File: src/design/nfam_ram.sv
`timescale 1ns / 1ps
`default_nettype none
// ---------------------------------------------------------------------------
// nfam_ram: generic single-port-write, single-port-read RAM
// One write and one read per cycle; read data is registered.
// ---------------------------------------------------------------------------
module nfam_ram #(
    parameter int WIDTH = 8,
    parameter int DEPTH = 256
) (
    input  wire logic                     i_clk,
    input  wire logic                     i_we,
    input  wire logic [$clog2(DEPTH)-1:0] i_waddr,
    input  wire logic [WIDTH-1:0]         i_wdata,
    input  wire logic                     i_re,
    input  wire logic [$clog2(DEPTH)-1:0] i_raddr,
    output logic      [WIDTH-1:0]         o_rdata
);
    logic [WIDTH-1:0] r_mem [DEPTH];
    logic [WIDTH-1:0] r_rdata;

    // write port
    always_ff @(posedge i_clk) begin
        if (i_we) begin
            r_mem[i_waddr] <= i_wdata;
        end
    end

    // registered read port
    always_ff @(posedge i_clk) begin
        if (i_re) begin
            r_rdata <= r_mem[i_raddr];
        end
    end

    assign o_rdata = r_rdata;
endmodule
`default_nettype wire

File: config.mk
export PLATFORM = sky130hd
export DESIGN_NAME = nfam_ram
export DESIGN_NICKNAME = d
export VERILOG_FILES = /design/src/design/nfam_ram.sv
export SDC_FILE = /design/constraint.sdc
export NUM_CORES = 2
export LEC_CHECK = 0
export BUFFER_PORTS_ARGS = -buffer_cell sky130_fd_sc_hd__buf_2
export CAP_MARGIN = 20
export CORE_MARGIN = 4
export CORE_UTILIZATION = 40
export DETAILED_ROUTE_END_ITERATION = 8
export GPL_TIMING_DRIVEN = 0
export PLACE_DENSITY = 0.54
export SYNTH_ARGS = -nofsm -noshare
export SYNTH_HDL_FRONTEND = slang
export SYNTH_SLANG_ARGS = --single-unit
File: constraint.sdc
create_clock -name i_clk -period 2.1 [get_ports i_clk]
set_input_delay 0.105 -clock i_clk [delete_from_list [all_inputs] [get_ports i_clk]]
set_output_delay 0.105 -clock i_clk [all_outputs]
set_load 0.02 [all_outputs]
After elaboration in Yosys (flattened, before gate mapping)
Memories as Yosys holds them, arrays and structs flattened. A register that Yosys moved wholly into a read port is not among the register bits.
Index checks and enable logic that the tools add are counted.
- add/sub/neg operators: 0
- multiply operators: 0
- divide/modulo/power cells: 0
- order comparisons: 0
- equal/unequal tests: 0
- shift-type cells: 0
- multiplexer cells: 2
- bitwise gates (word level): 0
- reductions and logical operators: 0
- operators by type and width (cell ; count):
    $mux W1 ; 2
- bits in registers: 0
- bits in latches: 0
- bits in writable memories: 2048
- ROM bits: 0
- bits of input ports: 27
- logic and storage cells: 3
- memories: 1
- memories (memory ; depth ; bits a word ; read ports ; clocked after memory_dff ; wr ports ; line ; text):
    r_mem ; 256 ; 8 ; 1 ; 1 ; 1 ; 19 ; logic [WIDTH-1:0] r_mem [DEPTH];

Logic depth before layout (Yosys ltp)
- word-level depth: 2
- gate-level depth with buffers: 11
- mapped depth without buffers: 6

Least setup slack after synthesis
OpenSTA, ideal clock, no wires.
- path type: in2reg
- from: input port i_raddr[0]
- to: register r_rdata[2], in the netlist o_rdata[2] (read register of r_mem), data pin
- library setup time: 269 ps
- arrival: 1912 ps
- data required time: 1831 ps
- setup slack: -81 ps
- stages on the path: 9
- buffers on the path: 4
- path through: buf_6 > buf_12 > buf_8 > buf_2 > mux4_2 > a22oi_1 > a21oi_1 > nor4_1 > nor4_2
- RTL lines (what ; line ; text):
    start: declaration ; 16 ; input wire logic [$clog2(DEPTH)-1:0] i_raddr,
    end: declaration ; 20 ; logic [WIDTH-1:0] r_rdata;

==> results.sh <==
export IMPL_outcome="finished, violations left"
export IMPL_failed_checks="setup timing"
export IMPL_worstPathArrival_ns=3.18
export IMPL_drv_slew=0
export IMPL_final_util_pct=46.9
export IMPL_post_drt_via_cell_ratio=6.07
export IMPL_antenna_found_initial=23
export IMPL_ys_flop_type="edfxtp_1"
export IMPL_worstHoldPathCells=3
export IMPL_final_nets=4060
export IMPL_yosys_register_bits=2056
export IMPL_ir_worst_vdd_mv=0.820
export IMPL_gp_congestion=0.951
export IMPL_power_frac_seq_pct=52.2
export IMPL_critPathMaxStageDelay_ns=0.54
export IMPL_cts_buffer_depth=3
export IMPL_path_cells="buf_2 > buf_4 > nand2_1 > clkbuf_1 > o221ai_1 > a21oi_1 > o32ai_4 > nor3_4 > nor4_4"
export IMPL_path_class="input port to flop"
export IMPL_synth_edff_count=2056
export IMPL_fmax_mhz=382
export IMPL_required_ns=2.66
export IMPL_crit_family="compound AO/OA/AOI/OAI gates"
export IMPL_power_density_mw_per_mm2=936
export IMPL_vias=41700
export IMPL_die_h_um=454
export IMPL_p_int_w=0.0669
export IMPL_rrSetupSlack_ns=-0.45
export IMPL_setup_slack_ns=-0.519
export IMPL_critPathCaptureType="flop"
export IMPL_worstReg2RegEnd="o_rdata[3]"
export IMPL_clock_root_buffer="clkbuf_16"
export IMPL_ff_latch_area_mm2=0.0617
export IMPL_worst_slew_pin_transition_ns=1.27
export IMPL_swShare_pct=22.9
export IMPL_syn_to_final_growth_pct=16.5
export IMPL_slew_headroom_pct=15.3
export IMPL_fill_cells=16400
export IMPL_path_buf_inv=3
export IMPL_fin_tns_setup_ns=-6.35
export IMPL_grt_use_total_pct=24.6
export IMPL_clkLatencyLatePin_ns=0.85
export IMPL_drc=0
export IMPL_r2r_start="r_mem[83][3]"
export IMPL_yosysWarnings=0
export IMPL_power_w=0.0868
export IMPL_cts_sinks=2056
export IMPL_fin_crit_ns=2.62
export IMPL_p_leak_nw=28.2
export IMPL_fin_skew_ns=0.0277
export IMPL_grt_pass1_wl_mm=346
export IMPL_netlist_area_mm2=0.0796
export IMPL_crit_fanout=10
export IMPL_crit_slowest_cell="o221ai_1"
export IMPL_reg2regPathDepth=6
export IMPL_whs_endpoint="r_mem[114][5]"
export IMPL_coreArea_mm2=0.198
export IMPL_syn_inst=3733
export IMPL_die_area_mm2=0.206
export IMPL_die_w_um=454
export IMPL_setup_violations=120
export IMPL_drive_gt1_share_pct=29.9
export IMPL_dp_hpwl_mm=168
export IMPL_htree_num_levels=4
export IMPL_clk_pin_slew_ns=0.06
export IMPL_power_frac_clock_pct=41.6
export IMPL_rsz0062_at_grt="true"
export IMPL_final_hold_viol_count=0
export IMPL_ys_types=54
export IMPL_numPortBuffers=27
export IMPL_initial_core_util_pct=40.3
export IMPL_cts_tree="yes"
export IMPL_num_rows=163
export IMPL_p_switching_w=0.0198
export IMPL_grt_max_degree=153
export IMPL_combPwrFrac_pct=6.2
export IMPL_io_pins=35
export IMPL_grt_overflow=0
export IMPL_holdCritStartpoint="i_waddr[4]"
export IMPL_grt_pass1_vias=40900
export IMPL_multi_input_area_mm2=0.0182
export IMPL_finalWirelength_mm=256
export IMPL_min_path_type="input port to flop"
export IMPL_cts_buffers=212
export IMPL_cp_start_kind="input port"
export IMPL_cap_viol_max_count=0
export IMPL_dr_pass1_iters=6
export IMPL_async_flop_share_pct=0
export IMPL_avgRoutedWirePerCell_um=37.3
export IMPL_ant_nets=0
export IMPL_synthesis_nets=3760
export IMPL_yosysSeqAreaShare_pct=77.5
export IMPL_drt_iter0_markers=6113
export IMPL_finalCritPeriodShare_pct=125
export IMPL_syn_area_per_cell_um2=21.3
## per-stage QoR
stage / setup WS, ns / instances / area, um^2 / hold slack (ns)
final: -0.519 / 6860 / 92700 / 0.0969
after global routing: -0.457 / 6856 / 92700 / 0.0851
after CTS: -0.466 / 6848 / 92200 / 0.0848
after detailed placement: -2.68 / 6444 / 84000 / 0.555
after global placement: -3.74 / 6400 / 83200 / 0.555
after floorplan: -0.00996 / 3733 / 79700 / 0.204
## routing by layer
metal / track usage (%) / vias to the layer above / routed length [um]
met5: 0 / - / 0
met4: 10.0 / 0 / 10600
met3: 5.76 / 422 / 23200
met2: 37.8 / 2192 / 119000
met1: 34.1 / 22700 / 103000
li1: - / 16400 / -
## area by class of cell
class	count	share of cell area [%]
Sequential cell	2056	66.6
Clock buffer	270	6.00
Multi-Input combinational cell	1442	19.7
Clock inverter	125	1.06
Buffer	232	1.95
Tap cell	2640	3.56
Timing Repair Buffer	87	1.16
Inverter	2	0.0121
Antenna cell	6	0.0162
## power groups by stage
stage                     Sequential (W)  Clock (W)  Combinational [W]
after CTS                         0.0453     0.0365            0.00528
final                             0.0453     0.0361            0.00538
after global routing              0.0453     0.0382            0.00550
after global placement            0.0463          0            0.00478
after floorplan                   0.0462          0            0.00222
after detailed placement          0.0462          0            0.00498
## cell usage in the layout (no fill, tap or decap), types with 38 or more instances in the layout
cell type | Yosys | layout
nor2_4 | 0 | 117
clkinv_1 | 1 | 56
nor2_1 | 282 | 111
edfxtp_1 | 2056 | 2056
clkinv_2 | 0 | 38
clkbuf_1 | 111 | 99
clkbuf_16 | 0 | 214
buf_2 | 31 | 44
o221ai_1 | 46 | 44
mux4_2 | 454 | 454
buf_4 | 27 | 52
mux2i_1 | 134 | 134
a21oi_1 | 96 | 93
a22oi_1 | 133 | 124
nor2_2 | 0 | 54
buf_8 | 13 | 43
## sequential cells by signal (all words and copies together) (netlist names)
name	count
r_mem	2048
o_rdata	8
## synthesized netlist by cell type, types with 5 or more instances
cell type  count  area [um^2]
buf_2         31          155
a22oi_1      133          998
mux4_2       454        10200
o221ai_1      46          403
buf_8         13          195
a21oi_1       96          480
a211oi_1      16          120
edfxtp_1    2056        61700
nor2_1       282         1060
a22o_1         8         70.1
buf_4         27          203
nand2b_1       8         50.1
mux2i_1      134         1340
nor4_1        24          150
and2_1         6         37.5
clkbuf_1     111          417
a221oi_1      13          114
nand2_1       33          124
o22ai_1       28          175
nor3_1        22          110
nand3_1       34          170
buf_6         21          236
o22a_1         5         43.8
o21ai_0       10         50.1
buf_1         22         82.6
buf_12         8          160
nor2b_1       31          194
nand4_1       10         62.6
o211ai_1      10         75.1
## worst max-delay path by stage
stage / from / endpoint / slack (ns) / cells after the start
finish: i_raddr[2] / o_rdata[3] / -0.52 / 9
global route: i_raddr[2] / o_rdata[3] / -0.46 / 9
CTS: r_mem[83][2] / o_rdata[2] / -0.47 / 5
detailed placement: i_raddr[1] / o_rdata[3] / -2.68 / 10
global placement: i_raddr[4] / o_rdata[0] / -3.74 / 8
floorplan: i_raddr[1] / o_rdata[2] / -0.01 / 9
## what timing repair did
action / 4_1_cts / 5_1_grt
pin swaps: 18 / 14
hold buffers: 9 / 0
endpoints found under the setup margin: 1312 / 798
hold endpoints to repair: 843 / 0
gates resized for setup: 429 / 102
buffers inserted: 5 / 6
## kinds of logic (layout without fill, tap and decap cells)
| kind of cell | Yosys count | in the layout | synth area share (%) |
|---|---|---|---|
| compound gates | 385 | 385 | 3.42 |
| buf+inv | 235 | 716 | 1.83 |
| flops | 2056 | 2056 | 77.5 |
| mux | 591 | 591 | 14.6 |
| other cells | 0 | 6 | 0 |
| simple gates | 466 | 466 | 2.63 |
## worst min-delay path, stage by stage
cell and delay, ns:
buf_2 0.17, nand3_2 0.32, nor2_4 0.14
(Power assumes the default switching activity.)
